--- config.mk ---
export PLATFORM = sky130hd
export DESIGN_NAME = sflf_queue
export DESIGN_NICKNAME = d
export VERILOG_FILES = /design/src/sv/sflf_pkg.sv /design/src/sv/sflf_queue.sv
export SDC_FILE = /design/constraint.sdc
export NUM_CORES = 1
export LEC_CHECK = 0
export ABC_CLOCK_PERIOD_IN_PS = 3700
export BUFFER_PORTS_ARGS = -buffer_cell sky130_fd_sc_hd__buf_2
export CAP_MARGIN = 30
export CELL_PAD_IN_SITES_DETAIL_PLACEMENT = 0
export CELL_PAD_IN_SITES_GLOBAL_PLACEMENT = 1
export CORE_AREA = 2 2 80 82
export CTS_BUF_LIST = sky130_fd_sc_hd__clkbuf_4
export CTS_CLUSTER_DIAMETER = 80
export DETAILED_ROUTE_END_ITERATION = 10
export DIE_AREA = 0 0 82 84
export PLACE_DENSITY_LB_ADDON = 0.1
export REMOVE_ABC_BUFFERS = 1
export SETUP_SLACK_MARGIN = 0.3
export SLEW_MARGIN = 25
export SYNTH_ARGS = -nofsm -noshare
export SYNTH_HDL_FRONTEND = slang
export SYNTH_SLANG_ARGS = --single-unit
export TNS_END_PERCENT = 5
--- constraint.sdc ---
create_clock -name clk -period 3.7 [get_ports clk]
set_input_delay 1.11 -clock clk [delete_from_list [all_inputs] [get_ports clk]]
set_output_delay 1.11 -clock clk [all_outputs]
set_load 0.02 [all_outputs]
--- src/sv/sflf_pkg.sv ---
// shared types, constants and a helper function for the sine lfo flanger
`timescale 1ns / 1ps

package sflf_pkg;

  localparam int SAMPLE_W   = 16;
  localparam int DLY_W      = 16;
  localparam int CFG_IDX_W  = 2;
  localparam int CFG_DATA_W = 16;

  // register indexes
  localparam logic [CFG_IDX_W-1:0] REG_BASE_DELAY  = 2'd0;
  localparam logic [CFG_IDX_W-1:0] REG_SWEEP_DEPTH = 2'd1;
  localparam logic [CFG_IDX_W-1:0] REG_WET_GAIN    = 2'd2;

  // register reset values
  localparam logic [9:0]         BASE_DELAY_RST  = 10'd512;
  localparam logic [15:0]        SWEEP_DEPTH_RST = 16'd16384;
  localparam logic signed [15:0] WET_GAIN_RST    = 16'sd16384;

  // pi/2 in unsigned q62
  localparam logic [63:0] HALF_PI_Q62 = 64'h6487ED5110B4611A;

  // one item handed from front to back: input sample and clamped delay
  typedef struct packed {
    logic signed [SAMPLE_W-1:0] sample;
    logic [DLY_W-1:0]           delay;
  } work_t;

  // (a * b) >> 62, used only while building the sine table
  function automatic logic [63:0] mul_q62(input logic [63:0] a, input logic [63:0] b);
    logic [127:0] p;
    p = {64'd0, a} * {64'd0, b};
    return p[125:62];
  endfunction

endpackage

--- src/sv/sflf_queue.sv ---
// two-entry queue between front and back
`timescale 1ns / 1ps

module sflf_queue import sflf_pkg::*; (
  input  logic  clk,
  input  logic  rst_n,
  input  logic  push,
  input  work_t push_data,
  output logic  full,
  input  logic  pop,
  output work_t pop_data,
  output logic  empty
);

  localparam int QD = 2;

  work_t      ent_r [QD];
  logic       wr_r, wr_nxt;
  logic       rd_r, rd_nxt;
  logic [1:0] cnt_r, cnt_nxt;
  logic       do_push;
  logic       do_pop;

  assign full     = (cnt_r == 2'(QD));
  assign empty    = (cnt_r == 2'd0);
  assign do_push  = push && !full;
  assign do_pop   = pop && !empty;
  assign pop_data = ent_r[rd_r];

  always_comb begin
    wr_nxt  = do_push ? ~wr_r : wr_r;
    rd_nxt  = do_pop ? ~rd_r : rd_r;
    cnt_nxt = cnt_r + {1'b0, do_push} - {1'b0, do_pop};
  end

  always_ff @(posedge clk) begin
    if (!rst_n) begin
      wr_r  <= 1'b0;
      rd_r  <= 1'b0;
      cnt_r <= 2'd0;
    end else begin
      wr_r  <= wr_nxt;
      rd_r  <= rd_nxt;
      cnt_r <= cnt_nxt;
    end
  end

  always_ff @(posedge clk) begin
    if (do_push) begin
      ent_r[wr_r] <= push_data;
    end
  end

endmodule

==> flow_summary_export.csv, run 1 <==
group,metric,value,unit
route,drc,0,
global_routing,grt_pass1_wl,6470,um
timing,finalClockSkew,0.00892,ns
route,first_pass_iters,3,
place,hpwlAfterDp,2850,um
final_layout,stdcell_count,287,
logic_synthesis,synth_warnings,0,
timing,max-slew-margin-rel,50.2,%
route,routed_wl,4130,um
timing,rsz0062_at_grt,"no",
timing,fin_hold_ws,0.535,ns
timing,setup_viol,0,
worst_setup_path,path_class,"reg -> out",
timing,hold_viol_final,0,
route,drt_first_iter_violations,75,
logic_synthesis,seq_area_frac_synth,74.9,%
route,ant_nets,0,
logic_synthesis,async_flop_share,0,%
power_and_ir_drop,ir_drop,0.436,mV
clock_tree,cts.sinks,69,
hold_path,hp-class,"reg -> reg",
final_layout,diodes,0,
route,post_drt_via_cell_ratio,4.59,
route,post_drt_wl_per_cell,14.4,um
logic_synthesis,yosysTopAreaCell,"edfxtp_1",
timing,setup_tns,0,ns
logic_synthesis,syn_area,2700,um^2
global_routing,grtUsageTotal,13.1,%
place,gp_congestion,0.709,
final_layout,areaGrowthSynthToFinish,21.0,%
worst_setup_path,path_cells,"buf_12 -> mux2_2 -> buf_2",
final_layout,final_nets,243,
place,io_buffers,69,
timing,fin_crit_sh,77.8,%
final_layout,drive_gt1_share,56.2,%
worst_setup_path,start_kind,"register",
logic_synthesis,synth.distinct_cells,18,
logic_synthesis,synth_top_flop_cell,"edfxtp_1",
worst_setup_path,cp_max_fo,20,
logic_synthesis,yosysTopAreaCellShare,71.2,%
final_layout,nFillCells,516,
run_status,status,"complete, no violations",
clock_tree,clockRootBuffer,"clkbuf_4",
floorplanning,design.die.area,6890,um^2
floorplanning,initial_core_util,44.3,%
clock_tree,post_cts_buffers,0,
worst_setup_path,cp-end-kind,"primary output",
clock_tree,cts_buffers,9,
worst_setup_path,cp_top_family,"flip-flops",
global_routing,grt_pass1_vias,1448,
place,dp_cells,270,
clock_tree,htree_levels,3,
clock_tree,clockBufferDepth,2,
worst_setup_path,crit_buf_inv,2,
place,placed_cell_area,3100,um^2
timing,fmax,348,MHz
timing,worstMarginPinSlew,0.747,ns
floorplanning,die_x,82,um
logic_synthesis,synth_most_common_cell,"edfxtp_1",
power_and_ir_drop,p_leak,1.32,nW
logic_synthesis,yosys-top-cells-count,"edfxtp_1, mux2_4, dfxtp_1, nor2_1",
route,vias,1318,
global_routing,antenna_found_initial,0,
logic_synthesis,synth_edf_count,64,
floorplanning,fp-row-count,29,
logic_synthesis,synth_cells,127,
clock_tree,postCtsHoldBufs,0,
floorplanning,fp.coreArea,6100,um^2
clock_tree,tritoncts,"built",
worst_setup_path,arrival,1.77,ns
clock_tree,cts-resized-gates,0,
timing,slew_viol_final,0,
power_and_ir_drop,power.density,721,nW/um^2
logic_synthesis,ys_ff_latch,69,
floorplanning,io_pins,70,
clock_tree,path_clk_slew,0.10,ns
logic_synthesis,synth.area.top_cells,"edfxtp_1, mux2_4, dfxtp_1",
logic_synthesis,syn_area_per_cell,21.3,um^2
global_routing,grt_overflow,0,
worst_setup_path,cp_data_required_time,2.59,ns
worst_setup_path,critPathSlowestCell,"dfxtp_2",
clock_tree,insertion_delay,0.38,ns
job,max_cap_violations,0,
final_layout,final_area,3270,um^2
floorplanning,die_h,84,um
global_routing,grt_max_degree,33,
worst_setup_path,max_stage_delay,0.62,ns
timing,period_needed,2.88,ns
## power breakdown
group          leakage, nW  switching, W  total (W)  internal (W)
clock network       0.0799      0.000238   0.000503      0.000265
logic                0.598      0.000408   0.000776      0.000368
registers            0.639     0.0000710    0.00108       0.00101
total                 1.32      0.000718    0.00236       0.00164
## stage by stage
step | total power [W] | utilization [%] | worst slack [ns]
6_report | 0.00236 | 53.6 | 0.823
5_1_grt | 0.00248 | 53.6 | 0.712
4_1_cts | 0.00238 | 53.3 | 0.764
3_5_place_dp | 0.00188 | 50.9 | 1.16
3_3_place_gp | 0.00185 | 50.9 | 1.23
2_1_floorplan | 0.00164 | - | 0.720
## flip-flops by register name, summed over array words and instances (netlist names), named ones only
register and count:
ent_r 64, cnt_r 2, rd_r 1, wr_r 1
## final cells by class
class / count / area [um^2] / area share, %
sequential: 69 / 2020 / 61.9
multi-input combinational: 51 / 604 / 18.5
timing repair buffer: 71 / 385 / 11.8
tap: 77 / 96.3 / 2.95
clock inverter: 7 / 80.1 / 2.45
clock buffer: 9 / 67.6 / 2.07
inverter: 3 / 11.3 / 0.345
## worst register-to-register path: stages, from the launching register on
cell	delay, ns
dfxtp_1	0.39
nand2b_1	0.18
nand2_1	0.16
ha_1	0.32
inv_1	0.04
ha_1	0.17
xor2_1	0.15
and2_1	0.15
nor3_1	0.12
## cell usage in the layout (no fill, tap or decap)
cell type,Yosys,routed
and2_1,2,2
and3_2,0,1
buf_12,3,2
buf_2,0,69
bufinv_16,0,2
clkbuf_4,0,9
clkinv_1,0,4
clkinv_2,0,1
dfxtp_1,5,4
dfxtp_2,0,1
edfxtp_1,64,64
ha_1,2,2
inv_1,3,3
mux2_2,2,2
mux2_4,30,30
mux2i_1,1,1
nand2_1,2,2
nand2b_1,2,2
nor2_1,5,4
nor2_4,0,1
nor3_1,1,1
o21a_1,1,1
xnor2_1,1,1
xor2_1,1,1
## metal layers
metal / up-vias / wire, um / global-route usage (%) / part of all wire (%)
met3: 9 / 258 / 4.11 / 6.3
met2: 45 / 2190 / 22.3 / 53
met1: 624 / 1580 / 13.6 / 38
met5: - / 0 / 0 / 0
li1: 640 / - / - / -
met4: 0 / 99 / 8.18 / 2.4
## final timing paths
| check | from | slack [ns] | cells after the start | to |
|---|---|---|---|---|
| setup reg to reg | cnt_r[0] | 1.95 | 8 | cnt_r[1] |
| hold / removal | rd_r | 0.54 | 2 | rd_r |
| setup / recovery | register | 0.82 | 3 | pop_data[31] |
| hold reg to reg | rd_r | 0.54 | 2 | rd_r |
## cells by family (layout without fill, tap and decap cells)
family	count (synthesis)	count (layout)	synth area share [%]
DFF	69	69	74.9
muxes	33	33	17.9
and+or+nand+nor	13	13	2.32
buffers and inverters	7	90	3.06
adders and majority gates	2	2	0.927
xor gates and xnor gates	2	2	0.649
AOI/OAI and AO/OA	1	1	0.278
(Power assumes the default switching activity.)
==> inputs of run 2 (changes only) <==
- ABC_CLOCK_PERIOD_IN_PS: 3700 -> 2500
- CORE_AREA: 2 2 80 82 -> 2 2 85 87
- DIE_AREA: 0 0 82 84 -> 0 0 87 89
- clock period: 3.7 -> 2.5 ns (I/O delays scaled with it)
==> run 2 against run 1 <==
First-iteration DRC count decreased by 40%; die area increased by 12%; clock-buffer cell count is the same; critical path depth unchanged; register-to-register slack worse by 1.1 ns; cell count grew 2.1%; global-route usage fell by 1.4 points.
==> flow_summary_export.csv, run 2 (synthesis gave the netlist of run 1 again) <==
group,metric,value,unit
floorplanning,io_pins,70,
clock_tree,clockRootBuffer,"clkbuf_4",
timing,setup_ws,0.314,ns
route,post_drt_via_cell_ratio,4.56,
power_and_ir_drop,ir_drop,0.559,mV
worst_setup_path,cp-end-kind,"primary output",
final_layout,nFillCells,560,
worst_setup_path,rrSetupSlack,0.81,ns
worst_setup_path,start_kind,"register",
worst_setup_path,arrival,1.44,ns
worst_setup_path,r2r_cells,8,
final_layout,largest_reg_flops,64,
floorplanning,die_x,87,um
clock_tree,cts_buffers,9,
clock_tree,path_clk_slew,0.10,ns
final_layout,final_nets,246,
hold_path,hp-class,"reg -> reg",
route,first_pass_iters,4,
timing,slew_viol_final,0,
timing,setup_tns,0,ns
global_routing,grt_overflow,0,
run_status,status,"complete, no violations",
floorplanning,design.die.area,7740,um^2
timing,hold_viol_final,0,
timing,max-slew-margin-rel,73.5,%
final_layout,fin_util,49.4,%
timing,worstMarginPinSlew,0.397,ns
timing,setup_viol,0,
hold_path,hp-start,"rd_r",
hold_path,hold_depth,2,
timing,rsz0062_at_grt,"yes",
clock_tree,tritoncts,"built",
final_layout,regMostFlops,"ent_r",
power_and_ir_drop,p_leak,1.34,nW
place,io_buffers,69,
global_routing,grt_pass1_vias,1361,
final_layout,final_cell_mix,"buf_2, edfxtp_1, mux2_4",
power_and_ir_drop,power.density,1070,nW/um^2
timing,fin_hold_ws,0.535,ns
floorplanning,fp-row-count,30,
clock_tree,cts.sinks,69,
timing,fin_crit_sh,87.4,%
final_layout,final_common_cell,"buf_2",
power_and_ir_drop,total_power,0.00356,W
global_routing,antenna_found_initial,0,
route,vias,1335,
global_routing,grt_pass1_wl,6400,um
place,post-place-ws,0.489,ns
place,gp_congestion,0.674,
final_layout,reg_top3,"ent_r: 64 flops, cnt_r: 2 flops",
job,max_cap_violations,0,
route,drt_first_iter_violations,45,
route,ant_nets,0,
worst_setup_path,cp_max_fo,15,
final_layout,diodes,0,
floorplanning,initial_core_util,40.2,%
clock_tree,htree_levels,3,
floorplanning,fp.coreArea,6720,um^2
timing,finalClockSkew,0.0109,ns
global_routing,grtUsageTotal,11.8,%
worst_setup_path,cp_data_required_time,1.75,ns
route,routed_wl,4340,um
final_layout,drive_gt1_share,58.2,%
route,post_drt_wl_per_cell,14.8,um
place,hpwlAfterDp,2970,um
global_routing,grt_max_degree,20,
timing,period_needed,2.19,ns
timing,fmax,458,MHz
final_layout,areaGrowthSynthToFinish,22.9,%
floorplanning,die_h,89,um
clock_tree,insertion_delay,0.39,ns
worst_setup_path,r2r-start,"cnt_r[0]",
route,drc,0,
clock_tree,clockBufferDepth,2,
worst_setup_path,path_class,"reg -> out",
==> run 2: power breakdown <==
group	internal, W	switching [W]
Sequential	0.00149	0.0000682
Clock	0.000401	0.000377
Combinational	0.000571	0.000651
==> run 2: worst paths after layout <==
kind,endpoint
worst min register to register,rd_r
worst max register to register,cnt_r[1]
worst min-delay path,rd_r
worst max-delay path,pop_data[31]
==> run 2: worst max-delay path, cell delays in order, from the launching register on <==
cell,delay [ns]
dfxtp_4,0.39
buf_12,0.17
mux2_2,0.34
buf_2,0.16
==> run 2: repair_timing <==
action | 4_1_cts | 5_1_grt
buffers inserted | 0 | 0
gates cloned | 0 | 0
resized for setup | 6 | 1
endpoints found under the setup margin | 32 | 32
hold buffers | 0 | 0
==> run 2: metal layers <==
metal / vias up / share of wire [%] / global-route usage, %
li1: 651 / - / -
met1: 631 / 41 / 12.9
met2: 47 / 51 / 19.6
met3: 6 / 5.9 / 4.16
met4: 0 / 1.5 / 7.24
met5: - / 0 / 0
==> run 2: metrics by stage <==
stage | cell area [um^2] | instances
6_report | 3320 | 293
5_1_grt | 3320 | 293
4_1_cts | 3320 | 293
3_5_place_dp | 3130 | 277
3_3_place_gp | 3130 | 277
2_1_floorplan | 2630 | 123
==> run 2: layout make-up <==
cell class / instances / area (um^2) / share of cell area, %
Timing Repair Buffer: 74 / 420 / 12.7
Tap cell: 80 / 100 / 3.02
Clock buffer: 9 / 67.6 / 2.04
Sequential cell: 69 / 2030 / 61.0
Clock inverter: 7 / 90.1 / 2.71
Inverter: 3 / 11.3 / 0.339
Multi-Input combinational cell: 51 / 604 / 18.2
